**src/urt_pkg.sv**
```systemverilog
// urt_pkg: shared types and constants for the uri route tokenizer
// used by urt_front, urt_queue, urt_back and uri_route_tokenizer
`timescale 1ns / 1ps
package urt_pkg;

  // result kinds
  localparam logic [1:0] KIND_SCHEME  = 2'd0;
  localparam logic [1:0] KIND_TARGET  = 2'd1;
  localparam logic [1:0] KIND_SEGMENT = 2'd2;
  localparam logic [1:0] KIND_STATUS  = 2'd3;

  // final status codes
  localparam logic [1:0] ST_OK        = 2'd0;
  localparam logic [1:0] ST_MALFORMED = 2'd1;
  localparam logic [1:0] ST_FEW_SEGS  = 2'd2;

  // characters of interest
  localparam logic [7:0] CH_NUL   = 8'h00;
  localparam logic [7:0] CH_COLON = 8'h3A;
  localparam logic [7:0] CH_SLASH = 8'h2F;
  localparam logic [7:0] CH_QUERY = 8'h3F;
  localparam logic [7:0] CH_HASH  = 8'h23;

  localparam int QUEUE_DEPTH = 4;
  localparam int QPTR_W      = 2;
  localparam int QCNT_W      = 3;

  // one queue entry: up to three byte results, or one status result
  typedef struct packed {
    logic [1:0] kind;
    logic [2:0] seg;
    logic [7:0] byte0;
    logic [7:0] byte1;
    logic [7:0] byte2;
    logic [5:0] off;
    logic [1:0] cnt;
    logic [1:0] stat;
  } urt_entry_t;

endpackage

```
**src/uri_route_tokenizer.sv**
```systemverilog
// uri_route_tokenizer: streaming uri splitter, top level
// depends on urt_pkg, urt_front, urt_queue and urt_back
//
//   channel | ports                                   | dir | role
//   in      | in_valid, in_stall, in_uri_byte         | in  | one uri character per transaction
//   out     | out_valid, out_stall, out_token_kind,   | out | token byte or final status
//           | out_segment_index, out_token_byte,      |     |
//           | out_byte_offset, out_status, out_last   |     |
//
// one byte accepted per cycle while in_stall is low; each byte gives zero, one, two
// or three results and the back end sends one result per cycle while out_stall is
// low, so flushed scheme bytes drain more slowly, absorbed by the four-entry queue
// a queued result is loaded from the queue head straight into the output register
// rst_n is synchronous; no clearing pass, the block is ready right after reset
// in_stall rises only while the queue is full; out_stall holds the output register
`timescale 1ns / 1ps
module uri_route_tokenizer #(
  parameter int MAX_TEXT     = 64,
  parameter int MAX_SEGMENTS = 8
) (
  input  logic       clk,
  input  logic       rst_n,
  input  logic       in_valid,
  output logic       in_stall,
  input  logic [7:0] in_uri_byte,
  output logic       out_valid,
  input  logic       out_stall,
  output logic [1:0] out_token_kind,
  output logic [2:0] out_segment_index,
  output logic [7:0] out_token_byte,
  output logic [5:0] out_byte_offset,
  output logic [1:0] out_status,
  output logic       out_last
);

  logic                q_full;
  logic                q_not_empty;
  logic                push;
  logic                pop;
  urt_pkg::urt_entry_t push_entry;
  urt_pkg::urt_entry_t head;

  urt_front #(
    .MAX_TEXT     (MAX_TEXT),
    .MAX_SEGMENTS (MAX_SEGMENTS)
  ) u_front (
    .clk         (clk),
    .rst_n       (rst_n),
    .in_valid    (in_valid),
    .in_stall    (in_stall),
    .in_uri_byte (in_uri_byte),
    .q_full      (q_full),
    .push        (push),
    .push_entry  (push_entry)
  );

  urt_queue u_queue (
    .clk        (clk),
    .rst_n      (rst_n),
    .push       (push),
    .push_entry (push_entry),
    .pop        (pop),
    .full       (q_full),
    .not_empty  (q_not_empty),
    .head       (head)
  );

  urt_back u_back (
    .clk               (clk),
    .rst_n             (rst_n),
    .not_empty         (q_not_empty),
    .head              (head),
    .pop               (pop),
    .out_valid         (out_valid),
    .out_stall         (out_stall),
    .out_token_kind    (out_token_kind),
    .out_segment_index (out_segment_index),
    .out_token_byte    (out_token_byte),
    .out_byte_offset   (out_byte_offset),
    .out_status        (out_status),
    .out_last          (out_last)
  );

endmodule

```
**src/urt_front.sv**
```systemverilog
// urt_front: accepts uri bytes, tracks parse phase and token counts,
// and builds one queue entry per byte that yields results; uses urt_pkg
`timescale 1ns / 1ps
module urt_front #(
  parameter int MAX_TEXT     = 64,
  parameter int MAX_SEGMENTS = 8
) (
  input  logic               clk,
  input  logic               rst_n,
  input  logic               in_valid,
  output logic               in_stall,
  input  logic [7:0]         in_uri_byte,
  input  logic               q_full,
  output logic               push,
  output urt_pkg::urt_entry_t push_entry
);

  localparam int TLW = $clog2(MAX_TEXT);
  localparam int SGW = $clog2(MAX_SEGMENTS + 1);
  localparam logic [TLW-1:0] TL_MAX  = TLW'(MAX_TEXT - 1);
  localparam logic [SGW-1:0] SEG_MAX = SGW'(MAX_SEGMENTS);

  localparam logic [2:0] PH_SCHEME = 3'd0;
  localparam logic [2:0] PH_TARGET = 3'd1;
  localparam logic [2:0] PH_PATH   = 3'd2;
  localparam logic [2:0] PH_DONE   = 3'd3;
  localparam logic [2:0] PH_ERROR  = 3'd4;

  logic [2:0]     phase_r, phase_nxt;
  logic [1:0]     held_r, held_nxt;
  logic [TLW-1:0] tl_r, tl_nxt, tl_base;
  logic [SGW-1:0] segs_r, segs_nxt;

  logic           acc;
  logic [7:0]     c;
  logic           end_path;
  logic [1:0]     req;
  logic [1:0]     kind;
  logic [7:0]     b0, b1, b2;
  logic           fail;
  logic           over;
  logic [1:0]     n_emit;
  logic [TLW-1:0] avail;
  logic [TLW+1:0] avail_w, req_w;
  logic [SGW:0]   segs_fin;
  logic [1:0]     stat;
  logic [TLW+5:0] tl_w;
  logic [SGW+2:0] segs_w;

  assign in_stall = q_full;
  assign acc      = in_valid && !q_full;
  assign c        = in_uri_byte;
  assign end_path = (c == urt_pkg::CH_QUERY) || (c == urt_pkg::CH_HASH);

  assign avail    = TL_MAX - tl_r;
  assign avail_w  = {2'b00, avail};
  assign req_w    = (TLW+2)'(req);
  assign over     = req_w > avail_w;
  assign n_emit   = over ? avail_w[1:0] : req;
  assign tl_w     = {6'b000000, tl_r};
  assign segs_w   = {3'b000, segs_r};

  // segments counted at the terminator, including an unfinished one
  assign segs_fin = {1'b0, segs_r} +
                    (SGW+1)'((phase_r == PH_PATH) && (tl_r != '0));

  always_comb begin
    if ((phase_r == PH_SCHEME) || (phase_r == PH_TARGET) || (phase_r == PH_ERROR)) begin
      stat = urt_pkg::ST_MALFORMED;
    end else if (segs_fin >= (SGW+1)'(2)) begin
      stat = urt_pkg::ST_OK;
    end else begin
      stat = urt_pkg::ST_FEW_SEGS;
    end
  end

  always_comb begin
    phase_nxt = phase_r;
    held_nxt  = held_r;
    tl_base   = tl_r;
    segs_nxt  = segs_r;
    req       = 2'd0;
    kind      = urt_pkg::KIND_SCHEME;
    b0        = c;
    b1        = urt_pkg::CH_NUL;
    b2        = urt_pkg::CH_NUL;
    fail      = 1'b0;
    case (phase_r)
      PH_SCHEME: begin
        case (held_r)
          2'd0: begin
            if (c == urt_pkg::CH_COLON) begin
              held_nxt = 2'd1;
            end else begin
              req = 2'd1;
            end
          end
          2'd1: begin
            if (c == urt_pkg::CH_SLASH) begin
              held_nxt = 2'd2;
            end else begin
              // held ':' was not the separator
              b0 = urt_pkg::CH_COLON;
              b1 = c;
              if (c == urt_pkg::CH_COLON) begin
                req = 2'd1;
              end else begin
                req      = 2'd2;
                held_nxt = 2'd0;
              end
            end
          end
          default: begin
            if (c == urt_pkg::CH_SLASH) begin
              held_nxt = 2'd0;
              if (tl_r == '0) begin
                fail = 1'b1;
              end else begin
                phase_nxt = PH_TARGET;
                tl_base   = '0;
              end
            end else begin
              b0 = urt_pkg::CH_COLON;
              b1 = urt_pkg::CH_SLASH;
              b2 = c;
              if (c == urt_pkg::CH_COLON) begin
                req      = 2'd2;
                held_nxt = 2'd1;
              end else begin
                req      = 2'd3;
                held_nxt = 2'd0;
              end
            end
          end
        endcase
      end
      PH_TARGET: begin
        if (c == urt_pkg::CH_SLASH) begin
          if (tl_r == '0) begin
            fail = 1'b1;
          end else begin
            phase_nxt = PH_PATH;
            tl_base   = '0;
            segs_nxt  = '0;
          end
        end else if (end_path) begin
          fail = 1'b1;
        end else begin
          req  = 2'd1;
          kind = urt_pkg::KIND_TARGET;
        end
      end
      PH_PATH: begin
        if (end_path) begin
          if (tl_r != '0) segs_nxt = segs_r + SGW'(1);
          tl_base   = '0;
          phase_nxt = PH_DONE;
        end else if ((tl_r == '0) && (segs_r >= SEG_MAX)) begin
          fail = 1'b1;
        end else if (c == urt_pkg::CH_SLASH) begin
          if (tl_r != '0) segs_nxt = segs_r + SGW'(1);
          tl_base = '0;
        end else begin
          req  = 2'd1;
          kind = urt_pkg::KIND_SEGMENT;
        end
      end
      default: begin
      end
    endcase
    if (fail || over) phase_nxt = PH_ERROR;
    tl_nxt = tl_base + TLW'(n_emit);
  end

  always_comb begin
    push_entry = '0;
    if (c == urt_pkg::CH_NUL) begin
      push_entry.kind = urt_pkg::KIND_STATUS;
      push_entry.cnt  = 2'd1;
      push_entry.stat = stat;
      push            = acc;
    end else begin
      push_entry.kind  = kind;
      push_entry.seg   = (kind == urt_pkg::KIND_SEGMENT) ? segs_w[2:0] : 3'd0;
      push_entry.byte0 = b0;
      push_entry.byte1 = b1;
      push_entry.byte2 = b2;
      push_entry.off   = tl_w[5:0];
      push_entry.cnt   = n_emit;
      push_entry.stat  = urt_pkg::ST_OK;
      push             = acc && (n_emit != 2'd0);
    end
  end

  always_ff @(posedge clk) begin
    if (!rst_n) begin
      phase_r <= PH_SCHEME;
      held_r  <= 2'd0;
      tl_r    <= '0;
      segs_r  <= '0;
    end else if (acc) begin
      if (c == urt_pkg::CH_NUL) begin
        phase_r <= PH_SCHEME;
        held_r  <= 2'd0;
        tl_r    <= '0;
        segs_r  <= '0;
      end else begin
        phase_r <= phase_nxt;
        held_r  <= held_nxt;
        tl_r    <= tl_nxt;
        segs_r  <= segs_nxt;
      end
    end
  end

  a_term_resets: assert property (@(posedge clk) disable iff (!rst_n)
    acc && (c == urt_pkg::CH_NUL) |=> (phase_r == PH_SCHEME) && (tl_r == '0))
    else $error("terminator did not return parser to scheme phase");

  a_tl_bound: assert property (@(posedge clk) disable iff (!rst_n)
    tl_r <= TL_MAX)
    else $error("token length past limit");

  a_seg_bound: assert property (@(posedge clk) disable iff (!rst_n)
    segs_r <= SEG_MAX)
    else $error("segment count past limit");

endmodule

```
**src/urt_queue.sv**
```systemverilog
// urt_queue: short register queue of result entries between front and back
// depends on urt_pkg for the entry type and depth
`timescale 1ns / 1ps
module urt_queue (
  input  logic                clk,
  input  logic                rst_n,
  input  logic                push,
  input  urt_pkg::urt_entry_t push_entry,
  input  logic                pop,
  output logic                full,
  output logic                not_empty,
  output urt_pkg::urt_entry_t head
);

  urt_pkg::urt_entry_t mem_r [urt_pkg::QUEUE_DEPTH];
  logic [urt_pkg::QPTR_W-1:0] wr_r, rd_r;
  logic [urt_pkg::QCNT_W-1:0] cnt_r, cnt_nxt;

  assign full      = cnt_r == urt_pkg::QCNT_W'(urt_pkg::QUEUE_DEPTH);
  assign not_empty = cnt_r != '0;
  assign head      = mem_r[rd_r];

  always_comb begin
    cnt_nxt = cnt_r;
    if (push && !pop) cnt_nxt = cnt_r + urt_pkg::QCNT_W'(1);
    else if (pop && !push) cnt_nxt = cnt_r - urt_pkg::QCNT_W'(1);
  end

  always_ff @(posedge clk) begin
    if (push) mem_r[wr_r] <= push_entry;
  end

  always_ff @(posedge clk) begin
    if (!rst_n) begin
      wr_r  <= '0;
      rd_r  <= '0;
      cnt_r <= '0;
    end else begin
      if (push) wr_r <= wr_r + urt_pkg::QPTR_W'(1);
      if (pop) rd_r <= rd_r + urt_pkg::QPTR_W'(1);
      cnt_r <= cnt_nxt;
    end
  end

  a_no_overflow: assert property (@(posedge clk) disable iff (!rst_n)
    !(push && full))
    else $error("push into full queue");

  a_no_underflow: assert property (@(posedge clk) disable iff (!rst_n)
    pop |-> not_empty)
    else $error("pop from empty queue");

endmodule

```
**src/urt_back.sv**
```systemverilog
// urt_back: walks the head queue entry into the output register one result
// per cycle while out_stall does not hold it; depends on urt_pkg
`timescale 1ns / 1ps
module urt_back (
  input  logic                clk,
  input  logic                rst_n,
  input  logic                not_empty,
  input  urt_pkg::urt_entry_t head,
  output logic                pop,
  output logic                out_valid,
  input  logic                out_stall,
  output logic [1:0]          out_token_kind,
  output logic [2:0]          out_segment_index,
  output logic [7:0]          out_token_byte,
  output logic [5:0]          out_byte_offset,
  output logic [1:0]          out_status,
  output logic                out_last
);

  logic       valid_r;
  logic [1:0] idx_r;
  logic       load;
  logic [7:0] sel_byte;
  logic [1:0] kind_r, stat_r;
  logic [2:0] seg_r;
  logic [7:0] byte_r;
  logic [5:0] off_r;
  logic       last_r;

  assign load = not_empty && (!valid_r || !out_stall);
  assign pop  = load && (idx_r == (head.cnt - 2'd1));

  always_comb begin
    case (idx_r)
      2'd0:    sel_byte = head.byte0;
      2'd1:    sel_byte = head.byte1;
      default: sel_byte = head.byte2;
    endcase
  end

  always_ff @(posedge clk) begin
    if (!rst_n) begin
      valid_r <= 1'b0;
      idx_r   <= 2'd0;
    end else begin
      if (load) valid_r <= 1'b1;
      else if (!out_stall) valid_r <= 1'b0;
      if (pop) idx_r <= 2'd0;
      else if (load) idx_r <= idx_r + 2'd1;
    end
  end

  // payload register, loaded with the next result of the head entry
  always_ff @(posedge clk) begin
    if (load) begin
      kind_r <= head.kind;
      seg_r  <= head.seg;
      byte_r <= sel_byte;
      off_r  <= head.off + 6'(idx_r);
      stat_r <= head.stat;
      last_r <= head.kind == urt_pkg::KIND_STATUS;
    end
  end

  assign out_valid         = valid_r;
  assign out_token_kind    = kind_r;
  assign out_segment_index = seg_r;
  assign out_token_byte    = byte_r;
  assign out_byte_offset   = off_r;
  assign out_status        = stat_r;
  assign out_last          = last_r;

  a_idx_in_entry: assert property (@(posedge clk) disable iff (!rst_n)
    not_empty |-> (idx_r < head.cnt))
    else $error("result index beyond head entry");

endmodule
```
**config.mk**
```make
export PLATFORM = sky130hd
export DESIGN_NAME = uri_route_tokenizer
export DESIGN_NICKNAME = d
export VERILOG_FILES = /design/src/urt_pkg.sv /design/src/uri_route_tokenizer.sv /design/src/urt_front.sv /design/src/urt_queue.sv /design/src/urt_back.sv
export SDC_FILE = /design/constraint.sdc
export NUM_CORES = 1
export LEC_CHECK = 0
export ABC_AREA = 0
export BUFFER_PORTS_ARGS = -buffer_cell sky130_fd_sc_hd__buf_4
export CAP_MARGIN = 20
export CORE_UTILIZATION = 52
export DETAILED_ROUTE_END_ITERATION = 8
export HOLD_SLACK_MARGIN = 0.15
export PLACE_DENSITY = 0.73
export SKIP_CTS_REPAIR_TIMING = 1
export SYNTH_ARGS = -nofsm -noshare
export SYNTH_HDL_FRONTEND = slang
export SYNTH_SLANG_ARGS = --single-unit
```
**constraint.sdc**
```tcl
create_clock -name clk -period 5.54 [get_ports clk]
set_input_delay 0.277 -clock clk [delete_from_list [all_inputs] [get_ports clk]]
set_output_delay 0.277 -clock clk [all_outputs]
set_load 0.01 [all_outputs]
```
# == Word level (Yosys, flattened, before mapping) ==
# Memories as Yosys holds them, arrays and structs flattened. A register that Yosys moved wholly into a read port is not among the register bits.
# Cells that the tools add are included.
# totals
ff_bits,47
ramBits,156
input_bits,12
out_inout_bits,24
elab_cells,175
n_memories,1
# mem_list
memory,words,word_bits,read_ports,rd_clocked_by_memory_dff,write_ports,line_no,text
u_queue.mem_r,4,39,1,1,1,urt_queue.sv:15,urt_pkg::urt_entry_t mem_r [urt_pkg::QUEUE_DEPTH];
# op_classes
add_sub_neg,11
order_cmp,3
n_eq_ne,26
muxes,83
bitwise,1
n_reduce_logical,35
# ops
operator,count
8-bit 2-to-1 mux,7
6-bit 2-to-1 mux,8
2-bit 2-to-1 mux,21
3-bit 2-to-1 mux,11
33-bit 2-to-1 mux,1
8-bit by 6-bit == test with 1-bit output (second input constant),4
4-bit 2-to-1 mux,8
8-bit one-hot mux with 2 select lines,2
4-bit inequality test (second input constant),6
6-bit one-hot mux with 3 select lines,1
1-bit 2-to-1 mux,17
6-bit by 2-bit adder with 6-bit output,2
4-bit by 3-bit inequality test with 1-bit output (second input constant),3
2-bit one-hot mux with 2 select lines,3
3-bit one-hot mux with 3 select lines,1
1-bit logical AND,8
8-bit logical NOT,1
4-bit one-hot mux with 2 select lines,1
8-bit AND reduction,1
2-bit by 1-bit adder with 2-bit output (second input constant),3
3-bit == test (second input constant),2
2-bit by 6-bit > comparator with 1-bit output,1
6-bit logical NOT,1
3-bit inequality test (second input constant),2
29 further kinds,44

# == Depth between registers and ports, before layout ==
# Gate-level depths: netlist of the first run.
# depth
word_depth,14
depth_mapped,19
ltp_nobuf,16

# == Modules after synthesis ==
# Synthesis of the first run repeated with hierarchy kept, for this count alone.
# unflattened
hier_cells,569
hier_area_um2,8841.0
# modules_own_cells
mod,instances,cells_per_inst,area_each_um2,seq_area_each_um2
urt_queue,1,246,6064.6,4864.7
urt_front,1,237,1671.6,300.3
urt_back,1,86,1104.8,720.7

# == Worst setup path after synthesis of the first run ==
# OpenSTA, ideal clock, no wires.
# synth_timing
kind,register -> register
from,register u_front.tl_r[5]
to,memory u_queue.mem_r[0][0] (netlist name) (enable)
setup_time_ps,400
t_arrival_ps,3859
required_ps,5140
setup_slack_ps,1281
path_stages_with_launch,12
n_path_buf,0
synth_period_minus_slack_ps,4259
path_cell_list,dfxtp_1 > nor4_2 > nand2_2 > o211ai_1 > o21a_1 > a21boi_1 > ha_1 > nor2b_1 > o2111ai_1 > nor3_1 > a221oi_4 > and2_1
# synth_between
elab_chain_cells,12
elab_cells_between_ends,13
cone_classes,add/sub: 1; order compare: 1; mux: 7; reduce/logical: 4
# synth_rtl
item,line_no,text
from (decl),urt_front.sv:31,"logic [TLW-1:0] tl_r, tl_nxt, tl_base;"
from (signal assigned),urt_front.sv:210,tl_r <= tl_nxt;
6-bit logical NOT,urt_front.sv:158,end else if ((tl_r == '0) && (segs_r >= SEG_MAX)) begin
1-bit logical AND,urt_front.sv:158,
2-bit 2-to-1 mux,urt_front.sv:158,
2-bit 2-to-1 mux,urt_front.sv:154,if (end_path) begin
2-bit one-hot mux with 3 select lines,urt_front.sv:88,case (phase_r)
2-bit by 6-bit > comparator with 1-bit output,urt_front.sv:58,assign over = req_w > avail_w;
2-bit 2-to-1 mux (*),urt_front.sv:59,assign n_emit = over ? avail_w[1:0] : req;
2-bit nonzero test (*),urt_front.sv:191,push = acc && (n_emit != 2'd0);
1-bit logical AND (*),urt_front.sv:191,
1-bit 2-to-1 mux (*),urt_front.sv:177,if (c == urt_pkg::CH_NUL) begin
named net push,uri_route_tokenizer.sv:38,logic push;
1-bit 2-to-1 mux (*),urt_queue.sv:30,if (push) mem_r[wr_r] <= push_entry;
1-bit 2-to-1 mux (implied by the code) (*),urt_queue.sv:30,
to (decl),urt_queue.sv:15,
# The timed path passes the listed nets; every way through them passes the cells marked *.

# == Worst setup path in the final report of the first run ==
# layout_timing
from,register u_front.tl_r[5]
to,register u_queue.cnt_r[2] (netlist name)
# layout_between
elab_chain_cells,13
elab_cells_between_ends,16
cone_classes,add/sub: 1; order compare: 1; mux: 6; reduce/logical: 8
# layout_rtl
item,line_no,text
6-bit logical NOT,urt_front.sv:158,
1-bit logical AND,urt_front.sv:158,
2-bit 2-to-1 mux,urt_front.sv:158,
2-bit 2-to-1 mux,urt_front.sv:154,
2-bit one-hot mux with 3 select lines,urt_front.sv:88,
2-bit by 6-bit > comparator with 1-bit output,urt_front.sv:58,
2-bit 2-to-1 mux (*),urt_front.sv:59,
2-bit nonzero test (*),urt_front.sv:191,
1-bit logical AND (*),urt_front.sv:191,
1-bit 2-to-1 mux (*),urt_front.sv:177,
named net push,uri_route_tokenizer.sv:38,
1-bit logical NOT,urt_queue.sv:26,else if (pop && !push) cnt_nxt = cnt_r - urt_pkg::QCNT_W'(1);
1-bit logical AND,urt_queue.sv:26,
2-bit nonzero test (no source line),--,
to (signal assigned),urt_queue.sv:41,cnt_r <= cnt_nxt;
to (decl),urt_queue.sv:17,"logic [urt_pkg::QCNT_W-1:0] cnt_r, cnt_nxt;"
# Marks and branches as above.
# A chain may end at the register's enable or synchronous reset.

==> qor.txt, run 1 <==
Placer Congestion: 0.933
Post-synth top area share: 59.3%
Tmin final: 4.92 ns
Crit path cell chain: nor4_2, nand2_2, o211ai_1, o21a_1, a21boi_1, ha_1, nor2b_1, o2111ai_1, nor3_1, a221oi_4, ha_1, inv_1, fa_1, xor2_1, or3_1, a21oi_1
Total vias in the final route: 5171
CTS tree: done
Die Wd: 134 um
DRT Pass-1 Iters: 4
Slew margin rel.: 34.3%
Worst vdd ir: 0.000328 V
Crit path arrival time: 5.33 ns
First-pass GRT wire length: 29.0 mm
Yosys top cell by area: edfxtp_1
M1 GR Usage: 28.1%
Rows: 47
Required time of the critical path: 5.95 ns
Clock Skews: 0.0132 ns
Fin cells: 867
Core ar.: 16800 um^2
Synth top cells by count: edfxtp_1, nor2_1, mux4_2
Post-route DRC: 0
LEAKAGE: 3.53 nW
Most frequent cell after synthesis: edfxtp_1
Final setup vio count: 0
Die Area: 17900 um^2
Routed wire per std cell: 21.3 um
CTS Buf Count: 21
Later-pin clock latency in the skew report: 0.50 ns
Synth Flop Type: edfxtp_1
CP max stage cell: nor4_2
Clk Tree Root Cell: clkbuf_16
Post-Route Setup TNS: 0 ns
Hpwl dp: 12.1 mm
1st-iter DRT viols: 391
Starting Density: 53.8%
Post-Synthesis Cell Area: 9010 um^2
PwrDens: 434 nW/um^2
CP Capture Type: flop
Most used routing layer: met2
Antenna violations before repair: 1
Top post-synthesis cells by area: edfxtp_1, mux4_2, dfxtp_1
Hold Fails Final Rpt: 0
Port bufs: 35
Sequential-to-total area share from yosys stat: 65.3%
EDFF count, synth: 178
GRT Overall Usage: 21.3%
Synth Instances: 596
FF+latch count, synth: 205
Drt total wl: 18.5 mm
Vias in the first global route: 5381
Max-slew violation count: 0
Synth Net Count: 628
Critical path peak fanout: 9
NumNets Final: 665
Ratio of cells with drive above 1 in the final layout: 21.5%
Critical path launch point type: flop
CP peak stage delay: 0.50 ns
Synth-to-Final Area Change: 13.6%
Async SR Flop Fraction: 0%
Cell variety after synth: 68
Final Util: 61.1%
Slew of the pin with the lowest slew margin: 0.976 ns
Top Ports: 36
Clk sinks: 205
Largest net degree at the start of global routing: 38
GR Overflow Total: 0
Clock Tree Buf Depth: 3
Met3 GRT Util: 3.58%
Crit share post-route: 88.8%
CTS H-tree depth: 1
Max frequency: 203 MHz
Clock transition at path regs: 0.06 ns
RSZ-0062 raised after global routing: no
Placed insts: 828
Vias per cell: 5.96
Most used cell, CP: ha_1
Critical path type: reg2reg
Syn avg cell area: 15.1 um^2
Max_cap viols: 0
ANT nets after route: 0
Status: complete, no violations
Die Y: 134 um
Worst min-delay path class: in2reg
Synth warnings: 0
Met2 usage: 36.2%
-- layout by cell type, fill, tap and decap left out, drive strengths merged, types with 4 or more instances in the layout --
cell type	n
nor4	6
ha	17
o21ai	23
nand3	7
and2	20
nor3	7
edfxtp	178
clkinv	8
xnor2	9
a22oi	10
bufinv	4
inv	28
nand2	32
mux2i	8
buf	42
or3	5
nor2	44
mux4	39
clkbuf	23
a21boi	4
dfxtp	27
nand4	8
a21oi	25
and3	10
nor2b	5
nor3b	5
-- report_power, final --
part           internal, W  total [W]  switching [W]
registers          0.00197    0.00206      0.0000876
clock network     0.000881    0.00144       0.000561
logic             0.000426   0.000939       0.000513
total              0.00328    0.00444        0.00116
-- worst max-delay path, delay by kind of cell (launching register included) --
kind	cells	cell delay, ns
flops	1	0.36
compound gates	6	2.18
fa+ha+maj	3	0.88
xor+xnor	1	0.15
simple gates	5	1.21
buf+inv	1	0.07
-- flip-flops by register name, summed over array words and instances, names as in the netlist, 2 cells and up, named ones only --
signal and cells:
u_front.tl_r 6, u_front.segs_r 4, u_queue.wr_r 2, u_queue.cnt_r 3
u_front.held_r 2, u_back.idx_r 2, u_back.out_token_byte 8, u_queue.mem_r 156
u_back.out_byte_offset 6, u_back.out_segment_index 3, u_front.phase_r 3, u_back.out_token_kind 2
u_back.out_status 2, u_queue.rd_r 2
-- routing by layer --
metal	vias up	wire length (um)
li1	2375	-
met1	2632	8060
met2	139	9220
met3	25	870
met4	0	323
met5	-	0
-- cell families after synthesis --
kind of cell,count (synthesis),share of synthesized area [%]
adder cells (fa/ha/maj),20,3.03
AND/OR/NAND/NOR,163,10.0
AO/OA/AOI/OAI,92,6.90
XOR/XNOR,12,1.17
multiplexers,47,10.6
flip-flops,205,65.3
buffers and inverters,57,2.94
-- final cells by class --
cell class / instances / area [um^2]
Timing Repair Buffer: 44 / 380
Clock inverter: 14 / 180
Tap cell: 220 / 275
Sequential cell: 205 / 5890
Inverter: 27 / 101
Multi-Input combinational cell: 334 / 2880
Antenna cell: 1 / 2.50
Clock buffer: 22 / 529
Fill cell: 1238 / 6530
-- worst paths after layout --
| kind | startpoint | endpoint | slack (ns) | depth (start not counted) |
|---|---|---|---|---|
| worst max-delay path | u_front.tl_r[5]$_SDFFE_PN0P_ | u_queue.cnt_r[2]$_SDFFE_PN0P_ | 0.62 | 16 |
| worst min-delay path | rst_n | u_back.idx_r[0]$_SDFFE_PP0P_ | 0.18 | 3 |
| worst max register to register | u_front.tl_r[5]$_SDFFE_PN0P_ | u_queue.cnt_r[2]$_SDFFE_PN0P_ | 0.62 | 16 |
| worst min register to register | u_queue.wr_r[0]$_SDFFE_PN0P_ | u_queue.wr_r[0]$_SDFFE_PN0P_ | 0.51 | 2 |
-- per-stage QoR --
stage	setup WS (ns)	hold slack, ns	area [um^2]	total power [W]
after floorplan	1.28	0.422	9010	0.00267
after global placement	0.982	0.471	9510	0.00301
after detailed placement	0.665	0.504	9510	0.00304
after CTS	0.631	0.0575	10200	0.00448
after global routing	0.325	0.171	10200	0.00463
final	0.618	0.180	10200	0.00444
No activity file was read; power rests on OpenSTA's default activity.
==> inputs of run 2 (changes only) <==
CORE_ASPECT_RATIO = 1.25   (was default)
==> run 2 against run 1 <==
  * Utilization decreased by 1.6 points
  * Largest cell class unchanged
  * Largest power group unchanged
  * Combinational power decreased by 4.2%
  * Clock skew increased by 0.0031 ns
  * Final area decreased by 1.8%
  * Sequential power about the same
  * Critical path type unchanged
==> qor.txt, run 2 (synthesis gave the netlist of run 1 again) <==
Vias in the first global route: 5373 (-0.15%)
Largest register FFs: 156 (unchanged)
Crit share post-route: 87.9% (-0.95 points)
FILL cells: 1290 (+4.2%)
Crit path arrival time: 5.27 ns (-0.06 ns)
Metal-1 WL: 6.99 mm (-13%)
Drt total wl: 17.7 mm (-4.1%)
Port bufs: 35 (unchanged)
Placer Congestion: 0.887 (-4.9%)
Core ar.: 16900 um^2 (+0.90%)
Critical path type: reg2reg
Top Ports: 36 (unchanged)
1st-iter DRT viols: 366 (-6.4%)
Tmin final: 4.87 ns (-0.0524 ns)
Wire length on met2: 9.25 mm (+0.30%)
DRT Pass-1 Iters: 5 (+1)
Later-pin clock latency in the skew report: 0.48 ns (-0.02 ns)
PwrDens: 419 nW/um^2 (-3.3%)
Rows: 53 (+13%)
Max_cap viols: 0 (unchanged)
Synth-to-Final Area Change: 11.6%
Most common cell after layout, fill and taps aside: edfxtp_1
First-pass GRT wire length: 28.4 mm (-2.0%)
CTS H-tree depth: 1 (unchanged)
Max-slew violation count: 0 (unchanged)
LEAKAGE: 3.45 nW (-2.3%)
Clk sinks: 205 (unchanged)
Met3 routed WL: 737 um (-15%)
Vias per cell: 5.96 (about the same)
Hold Fails Final Rpt: 0 (unchanged)
Hpwl dp: 11.8 mm (-2.7%)
Largest net degree at the start of global routing: 40 (+5.3%)
Design area: 10100 um^2 (-1.8%)
Slew of the pin with the lowest slew margin: 0.997 ns (+0.0206 ns)
Clock transition at path regs: 0.07 ns (about the same)
Final Util: 59.4% (-1.6 points)
Max frequency: 205 MHz (+1.1%)
Die Wd: 120 um (-10%)
Routed wire per std cell: 20.6 um (-3.4%)
Worst min-delay path class: in2reg
Critical path peak fanout: 9 (unchanged)
DP Area: 9460 um^2 (-0.53%)
Clock Tree Buf Depth: 3 (unchanged)
Antenna violations before repair: 0 (-1)
Commonest non-fill, non-tap cells in the layout: edfxtp_1, nor2_1, buf_4
Post-Route Setup TNS: 0 ns (unchanged)
Total vias in the final route: 5135 (-0.70%)
Register area: 5890 um^2 (unchanged)
Clock Skews: 0.0164 ns (+0.00314 ns)
Final setup vio count: 0 (unchanged)
CP Capture Type: flop
Worst vdd ir: 0.000173 V (-47%)
Top reg by flops: u_queue.mem_r
Required time of the critical path: 5.94 ns (about the same)
Clk Tree Root Cell: clkbuf_16
Die Area: 17900 um^2 (about the same)
CTS tree: done
GRT Overall Usage: 20.9% (-0.42 points)
Antenna diode count: 0 (-1)
RSZ-0062 raised after global routing: no
ANT nets after route: 0 (unchanged)
Critical path launch point type: flop
Starting Density: 53.3% (-0.48 points)
Slew margin rel.: 33.5% (-0.87 points)
Ratio of cells with drive above 1 in the final layout: 20.7% (-0.77 points)
Top routing layer used: met4
CTS Buf Count: 19 (-9.5%)
Area of the multi-input gates: 2870 um^2 (-0.26%)
GR Overflow Total: 0 (unchanged)
Die Y: 149 um (+12%)
Status: complete, no violations
NumNets Final: 663 (-0.30%)
Post-route DRC: 0 (unchanged)
[run 2: changes by cell type in the layout (fill, tap and decap cells not counted), sizes merged]
cell,change
inv,-1
clkinvlp,+2
clkinv,-5
buf,+1
diode,-1
bufinv,-2
[run 2: cell type report]
cell class	instances	area share, %
Clock inverter	8	0.958
Clock buffer	23	4.88
Timing Repair Buffer	44	3.31
Multi-Input combinational cell	334	28.5
Sequential cell	205	58.6
Tap cell	220	2.74
Inverter	27	1.01
[run 2: worst paths after layout]
| path | start | end | slack [ns] | cells past startpoint |
|---|---|---|---|---|
| hold / removal | rst_n | u_front.segs_r[0]$_SDFFE_PN0P_ | 0.17 | 3 |
| setup / recovery | u_front.tl_r[5]$_SDFFE_PN0P_ | u_queue.cnt_r[2]$_SDFFE_PN0P_ | 0.67 | 16 |
| hold reg to reg | u_back.out_valid$_SDFFE_PN0P_ | u_back.out_valid$_SDFFE_PN0P_ | 0.48 | 2 |
| setup reg to reg | u_front.tl_r[5]$_SDFFE_PN0P_ | u_queue.cnt_r[2]$_SDFFE_PN0P_ | 0.67 | 16 |
[run 2: power by group]
group / leakage [nW] / switching (W) / internal (W)
Sequential: 1.88 / 0.000103 / 0.00197
Clock: 0.277 / 0.000520 / 0.000723
Combinational: 1.29 / 0.000487 / 0.000414
[run 2: critical path, stage by stage (launching register included)]
cell       delay, ns
dfxtp_1         0.36
nor4_2          0.48
nand2_2         0.15
o211ai_1        0.49
o21a_1          0.30
a21boi_1        0.26
ha_1            0.20
nor2b_1         0.05
o2111ai_1       0.51
nor3_1          0.19
a221oi_4        0.47
ha_1            0.25
inv_1           0.07
fa_1            0.42
xor2_1          0.15
or3_1           0.30
a21oi_1         0.14
[run 2: layer usage]
layer / vias to the layer above / global-route usage (%)
li1: 2367 / -
met1: 2574 / 25.2
met2: 146 / 37.3
met3: 48 / 2.45
met4: 0 / 10.3
met5: - / 0
[run 2: metrics by stage]
step                total power, W  setup WS (ns)  cells  hold WS (ns)
finish                     0.00421          0.671    861         0.172
global route               0.00440          0.295    861         0.187
CTS                        0.00426          0.704    860        0.0697
detailed placement         0.00302          0.731    829         0.479
global placement           0.00298          0.969    829         0.469
floorplan                  0.00267           1.28    596         0.422
==> inputs of run 3 (changes only) <==
SYNTH_HIERARCHICAL = 1   (was default)
==> run 3 against run 2 <==
  * Maximum frequency increased by 6.7%
  * Clock power about the same
  * Flip-flop and latch count unchanged
==> qor.txt, run 3 <==
Die Wd: 119 um (-0.93%)
CTS Buf Count: 20 (+1)
GRT Overall Usage: 20.6% (-0.36 points)
Most common cell after layout, fill and taps aside: edfxtp_1
Final setup vio count: 0 (unchanged)
Commonest non-fill, non-tap cells in the layout: edfxtp_1, buf_4, nor2_1
Max frequency: 219 MHz (+6.7%)
Tmin final: 4.57 ns (-0.304 ns)
Max_cap viols: 0 (unchanged)
CP max stage cell: a31oi_1
Synth warnings: 6 (+6)
Antenna violations before repair: 0 (unchanged)
Drt total wl: 17.4 mm (-1.9%)
Later-pin clock latency in the skew report: 0.48 ns (about the same)
DRT Pass-1 Iters: 5 (unchanged)
GR Overflow Total: 0 (unchanged)
Required time of the critical path: 5.95 ns (about the same)
Clock Tree Buf Depth: 3 (unchanged)
Yosys top cell by area: edfxtp_1
Synth Net Count: 601 (-4.3%)
Most used cell, CP: ha_1
Hpwl dp: 11.4 mm (-3.6%)
CP Capture Type: flop
Post-Route Setup TNS: 0 ns (unchanged)
Vias in the first global route: 5117 (-4.8%)
Clock transition at path regs: 0.06 ns (about the same)
Largest net degree at the start of global routing: 36 (-10%)
Total vias in the final route: 4963 (-3.3%)
Port bufs: 35 (unchanged)
Clk Tree Root Cell: clkbuf_16
Synth top cells by count: edfxtp_1, nor2_1, mux4_2
Critical path type: reg2reg
Largest register FFs: 156 (unchanged)
Post-synthesis xor/xnor area fraction: 1.29% (+0.12 points)
Most frequent cell after synthesis: edfxtp_1
Worst vdd ir: 0.000198 V (+14%)
Post-route DRC: 0 (unchanged)
Synth-to-Final Area Change: 12.6%
Placer Congestion: 0.940 (+6.0%)
Worst min-delay path class: in2reg
Slew margin rel.: 42.5% (+9.0 points)
Largest family of logic cells by synthesized area: multiplexers
Top post-synthesis cells by area: edfxtp_1, mux4_2, dfxtp_1
WP buf/inv: 1 (unchanged)
Post-Synthesis Cell Area: 8840 um^2 (-1.9%)
CTS H-tree depth: 1 (unchanged)
Synth Instances: 569 (-4.5%)
Sequential-to-total area share from yosys stat: 66.6% (+1.3 points)
Die Y: 148 um (-0.94%)
Crit path arrival time: 4.97 ns (-0.30 ns)
Hold Fails Final Rpt: 0 (unchanged)
Rows: 52 (-1.9%)
Crit path max-delay family: compound AO/OA/AOI/OAI gates
Clock Skews: 0.0133 ns (-0.00310 ns)
Status: complete, no violations
First-pass GRT wire length: 27.5 mm (-3.3%)
LEAKAGE: 3.51 nW (+1.7%)
Synth Area in Simple Gates: 10.3% (+0.26 points)
NumNets Final: 640 (-3.5%)
Vias per cell: 5.92 (-0.70%)
Cell variety after synth: 57 (-16%)
Clk sinks: 205 (unchanged)
Crit share post-route: 82.4% (-5.5 points)
RSZ-0062 raised after global routing: no
Core ar.: 16400 um^2 (-3.0%)
Top Ports: 36 (unchanged)
Mux share of post-synthesis cell area: 10.9% (+0.23 points)
Critical path peak fanout: 8 (-1)
Worst hold slack: 0.204 ns (+0.0321 ns)
1st-iter DRT viols: 481 (+31%)
Synth Area in Compound Gates: 5.41% (-1.5 points)
Post-synth top area share: 60.5% (+1.1 points)
CTS tree: done
Design area: 9960 um^2 (-0.96%)
EDFF count, synth: 178 (unchanged)
Die Area: 17500 um^2 (-1.9%)
Top reg by flops: u_queue/mem_r
Synth Flop Type: edfxtp_1
Starting Density: 53.9% (+0.63 points)
Routed wire per std cell: 20.8 um (+0.83%)
Slew of the pin with the lowest slew margin: 0.860 ns (-0.137 ns)
Ratio of cells with drive above 1 in the final layout: 20.4% (-0.33 points)
Syn avg cell area: 15.5 um^2 (+2.8%)
FF+latch count, synth: 205 (unchanged)
PwrDens: 441 nW/um^2 (+5.3%)
Crit path cell chain: nor3b_1, o211ai_2, and3_1, ha_1, a21oi_1, o21ai_0, mux2_2, a31oi_1, ha_1, inv_1, fa_1, xor2_1, or3_1, a21boi_0
CP peak stage delay: 0.54 ns (+0.03 ns)
Async SR Flop Fraction: 0% (unchanged)
ANT nets after route: 0 (unchanged)
Critical path launch point type: flop
DP Area: 9310 um^2 (-1.5%)
Max-slew violation count: 0 (unchanged)
Antenna diode count: 0 (unchanged)
Synth Area in Adders: 3.09% (+0.058 points)
run 3: final timing paths:
kind	start	endpoint	slack, ns	depth (start not counted)
worst min-delay path	in_uri_byte[7]	u_queue/mem_r[3][17]$_DFFE_PP_	0.20	2
worst max register to register	u_front/phase_r[1]$_SDFFE_PN0P_	u_queue/cnt_r[2]$_SDFFE_PN0P_	0.97	14
worst max-delay path	u_front/phase_r[1]$_SDFFE_PN0P_	u_queue/cnt_r[2]$_SDFFE_PN0P_	0.97	14
worst min register to register	u_queue/cnt_r[2]$_SDFFE_PN0P_	u_queue/cnt_r[2]$_SDFFE_PN0P_	0.52	2
run 3: routing by layer:
layer,vias up,part of all wire [%],global-route usage (%)
met5,-,0,0
met4,0,2.8,7.22
met3,34,5.3,2.97
met2,169,53,36.9
met1,2495,38,25.4
li1,2265,-,-
run 3: metrics by stage:
step | util [%] | setup WS, ns | instances | power (W)
4_1_cts | 60.6 | 1.04 | 836 | 0.00445
5_1_grt | 60.7 | 0.780 | 838 | 0.00460
6_report | 60.7 | 0.974 | 838 | 0.00440
2_1_floorplan | - | 1.44 | 569 | 0.00280
3_3_place_gp | 56.8 | 0.947 | 800 | 0.00312
3_5_place_dp | 56.8 | 0.758 | 800 | 0.00317
run 3: cells by family after synthesis:
| kind of cell | count (synthesis) |
|---|---|
| flops | 205 |
| simple gates | 172 |
| compound gates | 65 |
| buf+inv | 47 |
| mux | 47 |
| fa+ha+maj | 20 |
| xor+xnor | 13 |
run 3: report_power, final:
part / switching, W / internal (W) / total (W)
registers: 0.000100 / 0.00197 / 0.00207
clock network: 0.000533 / 0.000740 / 0.00127
logic: 0.000562 / 0.000488 / 0.00105
total: 0.00120 / 0.00320 / 0.00440
run 3: final cells by class:
| cell class | instances | area [um^2] |
|---|---|---|
| Timing Repair Buffer | 44 | 360 |
| Inverter | 20 | 75.1 |
| Clock buffer | 25 | 541 |
| Fill cell | 1231 | 6440 |
| Tap cell | 216 | 270 |
| Multi-Input combinational cell | 317 | 2740 |
| Sequential cell | 205 | 5890 |
| Clock inverter | 11 | 83.8 |
